==> src/rtl/mnpct_pkg.sv <==
// ----------------------------------------------------------------------------
// mnpct_pkg
// Shared types, constants and helpers of the MIDI note pitch-class tracker.
// ----------------------------------------------------------------------------
package mnpct_pkg;

    localparam int NOTE_SLOTS  = 128;
    localparam int NOTE_W      = 7;
    localparam int CLASS_SLOTS = 12;
    localparam int CLASS_W     = 4;
    localparam int CTL_W       = 7;
    localparam int HELD_W      = 8;

    localparam logic [CTL_W-1:0] CC_ALL_NOTES_OFF = 7'd123;
    localparam logic [CTL_W-1:0] CC_ALL_SOUND_OFF = 7'd120;

    typedef enum logic [2:0] {
        CMD_BLOCK_START = 3'd0,
        CMD_NOTE_ON     = 3'd1,
        CMD_NOTE_OFF    = 3'd2,
        CMD_CONTROLLER  = 3'd3,
        CMD_OTHER       = 3'd4
    } t_cmd;

    typedef struct packed {
        logic              wr_en;
        logic              clr;
        logic [NOTE_W-1:0] wr_addr;
    } t_store_ctrl;

    // note mod 12 via reciprocal multiply: q = (n * 43) >> 9 is exact for n < 128
    function automatic logic [CLASS_W-1:0] f_pitch_class(input logic [NOTE_W-1:0] n);
        logic [12:0]       prod;
        logic [3:0]        q;
        logic [NOTE_W-1:0] base;
        prod = 13'(n) * 13'd43;
        q    = prod[12:9];
        base = 7'(q) * 7'd12;
        return CLASS_W'(n - base);
    endfunction

endpackage

==> src/rtl/mnpct_note_store.sv <==
// ----------------------------------------------------------------------------
// mnpct_note_store
// Per-note held counts: one write and one registered read per cycle, with
// write-to-read bypass and per-entry valid bits for clearing every entry at once.
// ----------------------------------------------------------------------------
module mnpct_note_store #(
    parameter int COUNT_WIDTH = 8
) (
    input  logic                          i_clk,
    input  logic                          i_rst_n,
    input  logic                          i_rd_en,
    input  logic [mnpct_pkg::NOTE_W-1:0]  i_rd_addr,
    input  mnpct_pkg::t_store_ctrl        i_ctrl,
    input  logic [COUNT_WIDTH-1:0]        i_wr_data,
    output logic [COUNT_WIDTH-1:0]        o_rd_data
);

    logic [COUNT_WIDTH-1:0]               r_mem [mnpct_pkg::NOTE_SLOTS];
    logic [mnpct_pkg::NOTE_SLOTS-1:0]     r_valid;
    logic [COUNT_WIDTH-1:0]               r_rd_data;
    logic [mnpct_pkg::NOTE_W-1:0]         r_rd_addr;
    logic                                 r_hit;
    logic [COUNT_WIDTH-1:0]               r_byp;

    always_ff @(posedge i_clk) begin
        if (i_ctrl.wr_en) begin
            r_mem[i_ctrl.wr_addr] <= i_wr_data;
        end
        if (i_rd_en) begin
            r_rd_data <= r_mem[i_rd_addr];
            r_rd_addr <= i_rd_addr;
            r_byp     <= i_wr_data;
        end
    end

    always_ff @(posedge i_clk) begin
        if (!i_rst_n) begin
            r_valid <= '0;
            r_hit   <= 1'b0;
        end else begin
            if (i_ctrl.clr) begin
                r_valid <= '0;
            end else if (i_ctrl.wr_en) begin
                r_valid[i_ctrl.wr_addr] <= 1'b1;
            end
            if (i_rd_en) begin
                r_hit <= i_ctrl.wr_en && (i_ctrl.wr_addr == i_rd_addr);
            end
        end
    end

    assign o_rd_data = r_hit               ? r_byp     :
                       r_valid[r_rd_addr]  ? r_rd_data : '0;

endmodule

==> src/rtl/midi_note_pitch_class_tracker_unit.sv <==
// ----------------------------------------------------------------------------
// midi_note_pitch_class_tracker_unit
// Held-note and pitch-class counter for classified MIDI events and transport
// samples; one result per input transfer.
// ----------------------------------------------------------------------------
// Takes one event per cycle unless the output stalls, and returns one result
// per event; each result passes through the registered read of the per-note
// count store and then the result register. Counts clear at once on a rising
// edge of the playing flag, with no sweep after reset. Write the freeze register
// only while no result is outstanding.
module midi_note_pitch_class_tracker_unit #(
    parameter int COUNT_WIDTH = 8
) (
    input  logic        i_clk,
    input  logic        i_rst_n,
    input  logic        i_cfg_we,
    input  logic        i_cfg_wdata,
    input  logic        s_axis_tvalid,
    output logic        s_axis_tready,
    input  logic [15:0] s_axis_tdata,   // note_number[6:0], controller_number[13:7],
                                        // is_playing[14], zero[15]
    input  logic [2:0]  s_axis_tuser,   // command[2:0]
    output logic        m_axis_tvalid,
    input  logic        m_axis_tready,
    output logic [31:0] m_axis_tdata,   // class_mask[11:0], note_held[19:12],
                                        // class_held[27:20], paused[28], zero[31:29]
    output logic        m_axis_tuser    // passed_on
);

    localparam logic [COUNT_WIDTH-1:0] COUNT_MAX = {COUNT_WIDTH{1'b1}};

    logic                                 r_freeze;
    logic                                 r_was_running;
    logic                                 r_pause;
    logic [COUNT_WIDTH-1:0]               r_class [mnpct_pkg::CLASS_SLOTS];

    logic                                 r_s1_valid;
    mnpct_pkg::t_cmd                      r_cmd;
    logic [mnpct_pkg::NOTE_W-1:0]         r_note;
    logic [mnpct_pkg::CLASS_W-1:0]        r_pc;
    logic [mnpct_pkg::CTL_W-1:0]          r_ctl;
    logic                                 r_play;

    logic                                 r_out_valid;
    logic                                 r_out_passed;
    logic [mnpct_pkg::CLASS_SLOTS-1:0]    r_out_mask;
    logic [mnpct_pkg::HELD_W-1:0]         r_out_note;
    logic [mnpct_pkg::HELD_W-1:0]         r_out_class;
    logic                                 r_out_paused;

    logic                                 w_accept;
    logic                                 w_adv;
    logic                                 w_suppress;
    logic [COUNT_WIDTH-1:0]               w_note_cur;
    logic [COUNT_WIDTH-1:0]               w_class_cur;
    logic [COUNT_WIDTH-1:0]               n_note;
    logic [COUNT_WIDTH-1:0]               n_class_sel;
    logic [COUNT_WIDTH-1:0]               n_class [mnpct_pkg::CLASS_SLOTS];
    logic [mnpct_pkg::CLASS_SLOTS-1:0]    n_mask;
    logic                                 n_passed;
    logic                                 n_pause;
    logic                                 n_was_running;
    logic                                 n_write;
    logic                                 n_clear;
    mnpct_pkg::t_store_ctrl               w_ctrl;

    assign w_adv         = r_s1_valid && (!r_out_valid || m_axis_tready);
    assign s_axis_tready = !r_s1_valid || w_adv;
    assign w_accept      = s_axis_tvalid && s_axis_tready;
    assign w_suppress    = r_freeze || r_pause;
    assign w_class_cur   = r_class[r_pc];

    assign w_ctrl.wr_en   = w_adv && n_write;
    assign w_ctrl.clr     = w_adv && n_clear;
    assign w_ctrl.wr_addr = r_note;

    mnpct_note_store #(
        .COUNT_WIDTH (COUNT_WIDTH)
    ) u_note_store (
        .i_clk     (i_clk),
        .i_rst_n   (i_rst_n),
        .i_rd_en   (w_accept),
        .i_rd_addr (s_axis_tdata[6:0]),
        .i_ctrl    (w_ctrl),
        .i_wr_data (n_note),
        .o_rd_data (w_note_cur)
    );

    always_comb begin
        n_note        = w_note_cur;
        n_class_sel   = w_class_cur;
        n_passed      = 1'b1;
        n_pause       = r_pause;
        n_was_running = r_was_running;
        n_write       = 1'b0;
        n_clear       = 1'b0;
        case (r_cmd)
            mnpct_pkg::CMD_BLOCK_START: begin
                n_passed      = 1'b0;
                n_was_running = r_play;
                if (r_was_running && !r_play) begin
                    n_pause = 1'b1;
                end else if (!r_was_running && r_play) begin
                    n_pause = 1'b0;
                    n_clear = 1'b1;
                end
            end
            mnpct_pkg::CMD_NOTE_ON: begin
                n_write = 1'b1;
                if (w_note_cur != COUNT_MAX) begin
                    n_note = w_note_cur + COUNT_WIDTH'(1);
                end
                if (w_class_cur != COUNT_MAX) begin
                    n_class_sel = w_class_cur + COUNT_WIDTH'(1);
                end
            end
            mnpct_pkg::CMD_NOTE_OFF: begin
                if (w_suppress) begin
                    n_passed = 1'b0;
                end else begin
                    n_write = 1'b1;
                    if (w_note_cur != '0) begin
                        n_note = w_note_cur - COUNT_WIDTH'(1);
                    end
                    if (w_class_cur != '0) begin
                        n_class_sel = w_class_cur - COUNT_WIDTH'(1);
                    end
                end
            end
            mnpct_pkg::CMD_CONTROLLER: begin
                if (w_suppress && (r_ctl == mnpct_pkg::CC_ALL_NOTES_OFF ||
                                   r_ctl == mnpct_pkg::CC_ALL_SOUND_OFF)) begin
                    n_passed = 1'b0;
                end
            end
            default: begin
                n_passed = 1'b1;
            end
        endcase
        if (n_clear) begin
            n_note      = '0;
            n_class_sel = '0;
        end
        for (int k = 0; k < mnpct_pkg::CLASS_SLOTS; k++) begin
            if (n_clear) begin
                n_class[k] = '0;
            end else if (r_pc == mnpct_pkg::CLASS_W'(k)) begin
                n_class[k] = n_class_sel;
            end else begin
                n_class[k] = r_class[k];
            end
            n_mask[k] = (n_class[k] != '0);
        end
    end

    always_ff @(posedge i_clk) begin
        if (w_accept) begin
            r_cmd  <= mnpct_pkg::t_cmd'(s_axis_tuser);
            r_note <= s_axis_tdata[6:0];
            r_pc   <= mnpct_pkg::f_pitch_class(s_axis_tdata[6:0]);
            r_ctl  <= s_axis_tdata[13:7];
            r_play <= s_axis_tdata[14];
        end
        if (w_adv) begin
            r_out_passed <= n_passed;
            r_out_mask   <= n_mask;
            r_out_note   <= mnpct_pkg::HELD_W'(n_note);
            r_out_class  <= mnpct_pkg::HELD_W'(n_class_sel);
            r_out_paused <= n_pause;
        end
    end

    always_ff @(posedge i_clk) begin
        if (!i_rst_n) begin
            r_freeze      <= 1'b0;
            r_was_running <= 1'b0;
            r_pause       <= 1'b0;
            r_s1_valid    <= 1'b0;
            r_out_valid   <= 1'b0;
            for (int k = 0; k < mnpct_pkg::CLASS_SLOTS; k++) begin
                r_class[k] <= '0;
            end
        end else begin
            if (i_cfg_we) begin
                r_freeze <= i_cfg_wdata;
            end
            if (w_accept) begin
                r_s1_valid <= 1'b1;
            end else if (w_adv) begin
                r_s1_valid <= 1'b0;
            end
            if (w_adv) begin
                r_out_valid   <= 1'b1;
                r_was_running <= n_was_running;
                r_pause       <= n_pause;
                for (int k = 0; k < mnpct_pkg::CLASS_SLOTS; k++) begin
                    r_class[k] <= n_class[k];
                end
            end else if (m_axis_tready) begin
                r_out_valid <= 1'b0;
            end
        end
    end

    assign m_axis_tvalid = r_out_valid;
    assign m_axis_tuser  = r_out_passed;
    assign m_axis_tdata  = {3'b000, r_out_paused, r_out_class, r_out_note, r_out_mask};

endmodule
==> config.mk <==
export PLATFORM = sky130hd
export DESIGN_NAME = midi_note_pitch_class_tracker_unit
export DESIGN_NICKNAME = d
export VERILOG_FILES = /design/src/rtl/mnpct_pkg.sv /design/src/rtl/mnpct_note_store.sv /design/src/rtl/midi_note_pitch_class_tracker_unit.sv
export SDC_FILE = /design/constraint.sdc
export NUM_CORES = 1
export LEC_CHECK = 0
export ABC_AREA = 1
export BUFFER_PORTS_ARGS = -buffer_cell sky130_fd_sc_hd__buf_2
export CORE_MARGIN = 2
export CORE_UTILIZATION = 37
export CTS_BUF_LIST = sky130_fd_sc_hd__clkbuf_16
export CTS_CLUSTER_DIAMETER = 50
export DETAILED_ROUTE_END_ITERATION = 12
export MAX_ROUTING_LAYER = met4
export PLACE_DENSITY = 0.48
export SLEW_MARGIN = 15
export SYNTH_ARGS = -nofsm -noshare
export SYNTH_HDL_FRONTEND = slang
export SYNTH_SLANG_ARGS = --single-unit
==> constraint.sdc <==
create_clock -name i_clk -period 5.1 [get_ports i_clk]
set_input_delay 0 -clock i_clk [delete_from_list [all_inputs] [get_ports i_clk]]
set_output_delay 0 -clock i_clk [all_outputs]
set_load 0.03 [all_outputs]
==> summary.txt, run 1 <==
Synthesis
  – Synth async-reset ratio: 0
  – Gate Count Post-Synth: approximately 5.3k
  – Synth Warn #: 0
  – Post-synth top cells: nor2_1 (1255), edfxtp_1 (1186), o21ai_0 (801)
  – Ranking of synthesized cells by area: edfxtp_1 (63%), nor2_1 (8.3%), o21ai_0 (7.1%)
  – Synth Flop Type: edfxtp_1
  – FF+latch count, synth: around 1.3k
  – Sequential share of the synthesized area: 0.679
  – Most frequent cell after synthesis: nor2_1
  – Leading area contributor after synthesis: edfxtp_1
  – EDFF count, synth: approximately 1.2k
  – Post-synth cell types: 46
  – Avg Cell Area, Syn: ~11 sq um
  – Mapped cell area: between 50000 and 60000 sq um
  – Area share of the largest cell type after synthesis: 0.630

Timing
  – RSZ-0062 raised after global routing: no
  – Final hold vios: 0
  – Final Skew: slightly below 0.03 ns
  – Setup violators final: 0
  – Max-slew violations: 0
  – Slew headroom: 0.228
  – Final TNS setup: 0 ns
  – Worst-Margin Slew: 1.15 ns
  – Fmax: approximately 220 MHz
  – Setup ws final: 0.569 ns
  – Tcrit/Tclk final: 0.888
  – Final Critical Period: ~4.5 ns

GRT
  – GRT Util Overall: 0.218
  – Vias in the first global route: ~38k
  – Antenna violations before repair: 1
  – GR Overflow Total: 0
  – First-pass GRT wire length: roughly 250000 microns
  – Largest net degree at the start of global routing: approximately 160

Routing
  – DRT iter0 DRCs: 3224
  – Via count: 39.7k
  – Routed Wire Length: between 150000 and 200000 microns
  – TritonRoute pass-1 iters: 5
  – Routed Antenna Nets: 0
  – Vias/cell: 5.21
  – Wire length per cell: approximately 22 microns
  – DRC: 0

Pwr
  – Pwr Density: 407 nW/um^2
  – Max rail drop VDD: around 0.33 mV
  – Leakage: roughly 23 nW

Clock tree
  – CTS root buf: clkbuf_16
  – CTS Buf Count: approximately 160
  – Clock transition at path regs: approximately 0.06 ns
  – CTS Sinks: roughly 1.3k
  – Bufs on Longest Clock Path: 3
  – Post-CTS resize count: 0
  – Clock latency on the worst-skew pair: between 0.7 and 0.8 ns
  – Quantity of hold-fixing buffers added after cts: 36
  – CTS tree: built
  – H-tree levels: 4
  – Post-CTS Setup Repair Bufs: 0

Critical path
  – Max stage delay on crit path: roughly 0.52 ns
  – Critical path launch point type: register
  – WP data required: 5.69 ns
  – CP endpoint kind: register
  – Max FO, Critical Path: 50
  – CP dominant cell by count: nand2_1
  – R2r endpoint: u_note_store.r_byp[4]
  – R2R setup slack: approximately 0.57 ns
  – Slowest CP cell: edfxtp_1
  – CP Launch Point: r_pc[1]
  – Worst-path cell chain: buf_4 -> nor2_2 -> a21oi_1 -> nand3_1 -> nand3_1 -> nand2_1 -> nor2_1 -> nor2_1 -> nor2_1 -> nand2_1 -> nand2_1 -> nand2_1 -> inv_1 -> ha_1 -> nand3_1 -> nor2_2 -> a21oi_2 -> nand2_1 -> nand3_1 -> nand2_1 -> inv_4 -> buf_12
  – Start of the worst register-to-register path: r_pc[1]
  – Cells on worst reg2reg path: 22
  – Setup crit end: u_note_store.r_byp[4]
  – Crit path kind: reg -> reg
  – CP arrival: between 5 and 6 ns

Die
  – Initial Util: 0.372
  – # IOs: 60
  – Rows: 143
  – Die X: approximately 400 microns
  – Die H: slightly below 400 microns
  – Die Area: ~160000 sq um
  – Core Area: approximately 150000 sq um

Cells and area
  – Antenna Diode Count: 0
  – Synth-to-layout area growth: 16.3%
  – Nets: between 5k and 6k
  – Share of post-route cells with drive strength above 1: 0.107

Outcome
  – Status: finished clean

Min path
  – Worst hold path class: in -> reg

Flow run
  – Max Cap Viol: 0

Place
  – Final Wtd Congestion: ~0.85
  – Buffers on Ports: 55
  – Half-perimeter wire length after placement: around 100000 microns
  – Pre-CTS worst setup slack: 0.687 ns
## cell families (layout without fill, tap and decap cells)
logic type / count (synthesis) / count (layout) / synth area share
and+or+nand+nor: 2012 / 2012 / 0.138
other: 1 / 3 / 0.0000663
DFF: 1324 / 1324 / 0.679
AOI/OAI and AO/OA: 1289 / 1289 / 0.126
muxes: 7 / 7 / 0.00124
buffers and inverters: 628 / 904 / 0.0443
xor gates and xnor gates: 16 / 16 / 0.00248
adders and majority gates: 37 / 37 / 0.00899
## stage by stage
stage / cells / cell area, sq um / total power, W / util / hold WS [ns]
after floorplan: 5316 / 56500 / 0.0144 / - / 0.0935
after global placement: 7295 / 60100 / 0.0156 / 0.395 / 0.178
after detailed placement: 7295 / 60100 / 0.0156 / 0.395 / 0.178
after CTS: 7622 / 65700 / 0.0270 / 0.433 / 0.00835
after global routing: 7622 / 65700 / 0.0278 / 0.433 / 0.0226
final: 7622 / 65700 / 0.0267 / 0.433 / 0.0223
## cell usage in the layout (no fill, tap or decap), drive strengths merged, types with 2 or more instances in the layout
| master | synthesis | final |
|---|---|---|
| clkinvlp | 0 | 9 |
| a21oi | 83 | 83 |
| o22ai | 307 | 307 |
| nand4 | 7 | 7 |
| o211ai | 15 | 15 |
| bufinv | 0 | 16 |
| buf | 61 | 280 |
| mux2i | 7 | 7 |
| fa | 6 | 6 |
| nand2 | 612 | 612 |
| dlygate4sd3 | 0 | 36 |
| conb | 1 | 3 |
| xor2 | 11 | 11 |
| nor3 | 7 | 7 |
| ha | 31 | 31 |
| xnor2 | 5 | 5 |
| o32ai | 30 | 30 |
| o21ai | 831 | 831 |
| inv | 290 | 329 |
| nand3 | 122 | 122 |
| a21boi | 2 | 2 |
| clkinv | 6 | 70 |
| clkbuf | 271 | 164 |
| edfxtp | 1186 | 1186 |
| nand3b | 2 | 2 |
| o21ba | 16 | 16 |
| dfxtp | 138 | 138 |
| nor2 | 1261 | 1261 |
## worst max-delay path: cells and delay by family, from the launching register on
family	cells	cell delay, ns
AND/OR/NAND/NOR	15	2.08
buffers and inverters	4	0.98
AO/OA/AOI/OAI	2	0.42
flip-flops	1	0.52
adder cells (fa/ha/maj)	1	0.23
## per-layer routing
layer  wire, microns  vias up  track usage
met5               0        -            -
met4            4220        0       0.0621
met3            8130      237       0.0354
met2           77700      916        0.340
met1           76800    19600        0.294
li1                -    18900            -
## state kept, by name (all words and copies together) (netlist names), 3 cells and up, named ones only
signal	count
u_note_store.r_mem	1024
u_note_store.r_valid	128
r_class	96
r_out_mask	12
r_out_class	8
r_out_note	8
u_note_store.r_byp	8
u_note_store.r_rd_data	8
r_ctl	7
u_note_store.r_rd_addr	5
r_pc	4
r_cmd	3
## cell type report
type	instances	area, sq um
Fill cell	14400	86200
Clock buffer	163	4080
Inverter	296	1150
Timing Repair Buffer	317	2680
Multi-Input combinational cell	3364	15700
Tap cell	2030	2540
Clock inverter	128	1220
Sequential cell	1324	38400
## power breakdown
group / switching, W / total [W] / internal, W
clock network: 0.00470 / 0.0114 / 0.00669
registers: 0.000105 / 0.0123 / 0.0122
logic: 0.00224 / 0.00306 / 0.000828
## worst min-delay path by stage
stage	start	endpoint	slack, ns	cells past startpoint
after floorplan	i_cfg_we	r_freeze	0.09	1
after global placement	s_axis_tdata[7]	r_ctl[0]	0.18	1
after detailed placement	s_axis_tdata[11]	r_ctl[4]	0.18	1
after CTS	s_axis_tdata[1]	r_pc[1]	0.008	2
after global routing	s_axis_tdata[1]	r_pc[1]	0.02	2
final	s_axis_tdata[1]	r_pc[1]	0.02	2
No activity file was read; power rests on OpenSTA's default activity.
==> inputs of run 2 (changes only) <==
--- a/config.mk
+++ b/config.mk
@@ -7,13 +7,15 @@
 export LEC_CHECK = 0
 export ABC_AREA = 1
 export BUFFER_PORTS_ARGS = -buffer_cell sky130_fd_sc_hd__buf_2
+export CELL_PAD_IN_SITES_DETAIL_PLACEMENT = 0
+export CELL_PAD_IN_SITES_GLOBAL_PLACEMENT = 1
 export CORE_MARGIN = 2
 export CORE_UTILIZATION = 37
 export CTS_BUF_LIST = sky130_fd_sc_hd__clkbuf_16
 export CTS_CLUSTER_DIAMETER = 50
 export DETAILED_ROUTE_END_ITERATION = 12
 export MAX_ROUTING_LAYER = met4
-export PLACE_DENSITY = 0.48
+export PLACE_DENSITY = 0.58
 export SLEW_MARGIN = 15
 export SYNTH_ARGS = -nofsm -noshare
 export SYNTH_HDL_FRONTEND = slang
==> run 2 against run 1 <==
Compared with the run above: clock power about the same; via count up 0.77%; critical path depth up 1; design area about the same; utilization about the same; critical path type unchanged; combinational power up 5%; count of clock-buffer cells in the layout up 5; largest power group unchanged; largest cell class unchanged; die area unchanged; wire length up 5.3%; sequential power about the same.
==> summary.txt, run 2 (synthesis results as in run 1) <==
Critical path
  – CP Launch Point: u_note_store.r_rd_addr[2] (was r_pc[1])
  – R2r endpoint: u_note_store.r_mem[1][6] (was u_note_store.r_byp[4])
  – R2R setup slack: 0.64 ns (was 0.57 ns)
  – Crit path kind: reg -> reg (unchanged)
  – Max stage delay on crit path: 0.73 ns (was 0.52 ns)
  – Crit path max-delay family: simple AND/OR/NAND/NOR gates (unchanged)
  – Max FO, Critical Path: 56 (was 50)
  – Critical path depth: 23 (was 22)
  – WP data required: 5.69 ns (about the same)
  – Cells on worst reg2reg path: 23 (was 22)
  – CP dominant cell by count: nand2_1 (unchanged)
  – Start of the worst register-to-register path: u_note_store.r_rd_addr[2] (was r_pc[1])
  – Setup crit end: u_note_store.r_mem[1][6] (was u_note_store.r_byp[4])
  – CP bufs+invs: 5 (was 4)
  – Worst-path cell chain: clkinv_1 -> buf_4 -> a21oi_1 -> nand3_1 -> nand3_1 -> nand2_1 -> nor2_1 -> nor2_1 -> nor2_1 -> nand2_1 -> nand2_1 -> nand2_1 -> inv_1 -> ha_1 -> nand2_1 -> nor2_1 -> nand3_1 -> nand2_1 -> nand4_1 -> nand3_1 -> nand2_1 -> inv_4 -> buf_4 (was buf_4 -> nor2_2 -> a21oi_1 -> nand3_1 -> nand3_1 -> nand2_1 -> nor2_1 -> nor2_1 -> nor2_1 -> nand2_1 -> nand2_1 -> nand2_1 -> inv_1 -> ha_1 -> nand3_1 -> nor2_2 -> a21oi_2 -> nand2_1 -> nand3_1 -> nand2_1 -> inv_4 -> buf_12)
  – CP arrival: 5.05 ns (was 5.12 ns)
  – CP endpoint kind: register (unchanged)
  – Critical path launch point type: register (unchanged)
  – Slowest CP cell: edfxtp_1 (unchanged)

Min path
  – Worst hold path class: in -> reg (unchanged)

GRT
  – GR Overflow Total: 0 (unchanged)
  – Vias in the first global route: 37.7k (was 38.3k)
  – Largest net degree at the start of global routing: 159 (unchanged)
  – First-pass GRT wire length: 258000 microns (was 250000 microns)
  – GRT Util Overall: 0.228 (was 0.218)
  – Antenna violations before repair: 4 (was 1)

Routing
  – Via count: 40.0k (was 39.7k)
  – Routed Antenna Nets: 0 (unchanged)
  – Wire length per cell: 23.1 microns (was 21.9 microns)
  – DRC: 0 (unchanged)
  – TritonRoute pass-1 iters: 5 (unchanged)
  – Top sig layer: met4 (unchanged)
  – DRT iter0 DRCs: 3193 (was 3224)
  – M1 WL: 82300 microns (was 76800 microns)
  – Met2 WL: 81400 microns (was 77700 microns)
  – Routed Wire Length: 176000 microns (was 167000 microns)
  – DR WL met3: 8290 microns (was 8130 microns)
  – Vias/cell: 5.26 (was 5.21)

Clock tree
  – CTS tree: built (unchanged)
  – CTS Sinks: 1324 (unchanged)
  – H-tree levels: 4 (unchanged)
  – CTS root buf: clkbuf_16 (unchanged)
  – CTS Buf Count: 164 (was 163)
  – Clock transition at path regs: 0.06 ns (about the same)
  – Clock latency on the worst-skew pair: 0.80 ns (was 0.79 ns)
  – Bufs on Longest Clock Path: 3 (unchanged)

Cells and area
  – Most frequent cells in the layout: nor2_1 (1251), edfxtp_1 (1186), o21ai_0 (800), nand2_1 (600), o22ai_1 (307) (was nor2_1 (1255), edfxtp_1 (1186), o21ai_0 (800), nand2_1 (600), o22ai_1 (307))
  – Synth-to-layout area growth: 16.3% (about the same)
  – Design Area, Final: 65700 sq um (about the same)
  – Max reg flops: 1024 (unchanged)
  – Share of post-route cells with drive strength above 1: 0.102 (was 0.107)
  – Top reg by flops: u_note_store.r_mem (unchanged)
  – Non-Filler Instances: 7602 (was 7622)
  – Nets: 5493 (was 5528)
  – Commonest non-fill, non-tap cell in the layout: nor2_1 (unchanged)
  – Biggest regs: u_note_store.r_mem: 1024 flops, u_note_store.r_valid: 128 flops, r_class: 96 flops (unchanged)

Die
  – Initial Util: 0.372 (unchanged)
  – Die H: 395 microns (unchanged)
  – Rows: 143 (unchanged)
  – Die Area: 156000 sq um (unchanged)
  – Core Area: 152000 sq um (unchanged)
  – Die X: 395 microns (unchanged)
  – # IOs: 60 (unchanged)

Place
  – Placed Area: 59800 sq um (was 60100 sq um)
  – Half-perimeter wire length after placement: 104000 microns (was 102000 microns)
  – Final Wtd Congestion: 0.835 (was 0.849)
  – Cells after DPL: 7256 (was 7295)
  – Pre-CTS worst setup slack: 0.655 ns (was 0.687 ns)
  – Buffers on Ports: 55 (unchanged)

Pwr
  – Pwr Density: 414 nW/um^2 (was 407 nW/um^2)
  – Leakage: 23.0 nW (was 23.1 nW)
  – Max rail drop VDD: 0.290 mV (was 0.328 mV)

Timing
  – Hold WS: 0.0855 ns (was 0.0223 ns)
  – Final Skew: 0.0430 ns (was 0.0297 ns)
  – Worst-Margin Slew: 1.12 ns (was 1.15 ns)
  – Fmax: 224 MHz (was 221 MHz)
  – RSZ-0062 raised after global routing: no (unchanged)
  – Setup violators final: 0 (unchanged)
  – Max-slew violations: 0 (unchanged)
  – Setup ws final: 0.641 ns (was 0.569 ns)
  – Tcrit/Tclk final: 0.874 (was 0.888)
  – Slew headroom: 0.253 (was 0.228)
  – Final hold vios: 0 (unchanged)
  – Final TNS setup: 0 ns (unchanged)
  – Final Critical Period: 4.46 ns (was 4.53 ns)

Flow run
  – Max Cap Viol: 0 (unchanged)

Outcome
  – Status: finished clean (unchanged)
## run 2: changes by cell type in the layout (fill, tap and decap cells not counted), moves of 2 or more
cell / delta
clkinv_16: +2
dlygate4sd3_1: +3
clkinv_8: -2
clkbuf_16: +5
buf_12: +3
buf_4: -42
nor2_1: -4
inv_8: +2
clkinvlp_4: +5
clkinv_4: -4
nor2_2: +4
inv_1: +8
clkinv_1: +2
clkinv_2: -3
## run 2: metrics by stage
step	power [W]	utilization
after detailed placement	0.0157	0.394
after floorplan	0.0144	-
after global placement	0.0157	0.394
final	0.0272	0.433
after global routing	0.0282	0.433
after CTS	0.0275	0.433
## run 2: area by class of cell
cell class                      count  area [sq um]
Sequential cell                  1324         38400
Clock buffer                      168          4200
Clock inverter                    138          1310
Tap cell                         2030          2540
Inverter                          296          1150
Multi-Input combinational cell   3364         15700
Timing Repair Buffer              281          2450
Fill cell                       14500         86200
Antenna cell                        1          2.50
## run 2: worst register-to-register path, cell delays in order, from the launching register on
cell and delay, ns:
edfxtp_1 0.73, clkinv_1 0.18, buf_4 0.25, a21oi_1 0.15, nand3_1 0.09, nand3_1 0.07, nand2_1 0.05, nor2_1 0.17
nor2_1 0.06, nor2_1 0.11, nand2_1 0.17, nand2_1 0.11, nand2_1 0.13, inv_1 0.16, ha_1 0.16, nand2_1 0.07
nor2_1 0.26, nand3_1 0.11, nand2_1 0.07, nand4_1 0.10, nand3_1 0.10, nand2_1 0.08, inv_4 0.51, buf_4 0.40
## run 2: how the worst min path moves through the flow
stage / startpoint / to / slack [ns] / depth (start not counted)
final: s_axis_tdata[3] / u_note_store.r_rd_addr[3] / 0.09 / 2
after global routing: s_axis_tdata[3] / u_note_store.r_rd_addr[3] / 0.05 / 2
after CTS: s_axis_tdata[3] / u_note_store.r_rd_addr[3] / 0.008 / 2
after detailed placement: s_axis_tdata[14] / r_play / 0.18 / 1
after global placement: s_axis_tdata[12] / r_ctl[5] / 0.18 / 1
after floorplan: i_cfg_we / r_freeze / 0.09 / 1
## run 2: what timing repair did
action | 4_1_cts | 5_1_grt
hold buffers | 39 | 0
endpoints found under the hold margin | 35 | 0
resized for setup | 0 | 0
buffers inserted | 0 | 0
## run 2: per-layer routing
layer,vias up,global-route usage
li1,18900,-
met1,19900,0.319
met2,1017,0.353
met3,216,0.0292
met4,0,0.0564
met5,-,-
## run 2: power breakdown
group	internal, W	total, W	leakage, nW	switching (W)
sequential	0.0122	0.0123	11.9	0.000102
clock	0.00692	0.0117	2.77	0.00481
combinational	0.000837	0.00321	8.35	0.00237
total	0.0199	0.0272	23.0	0.00729
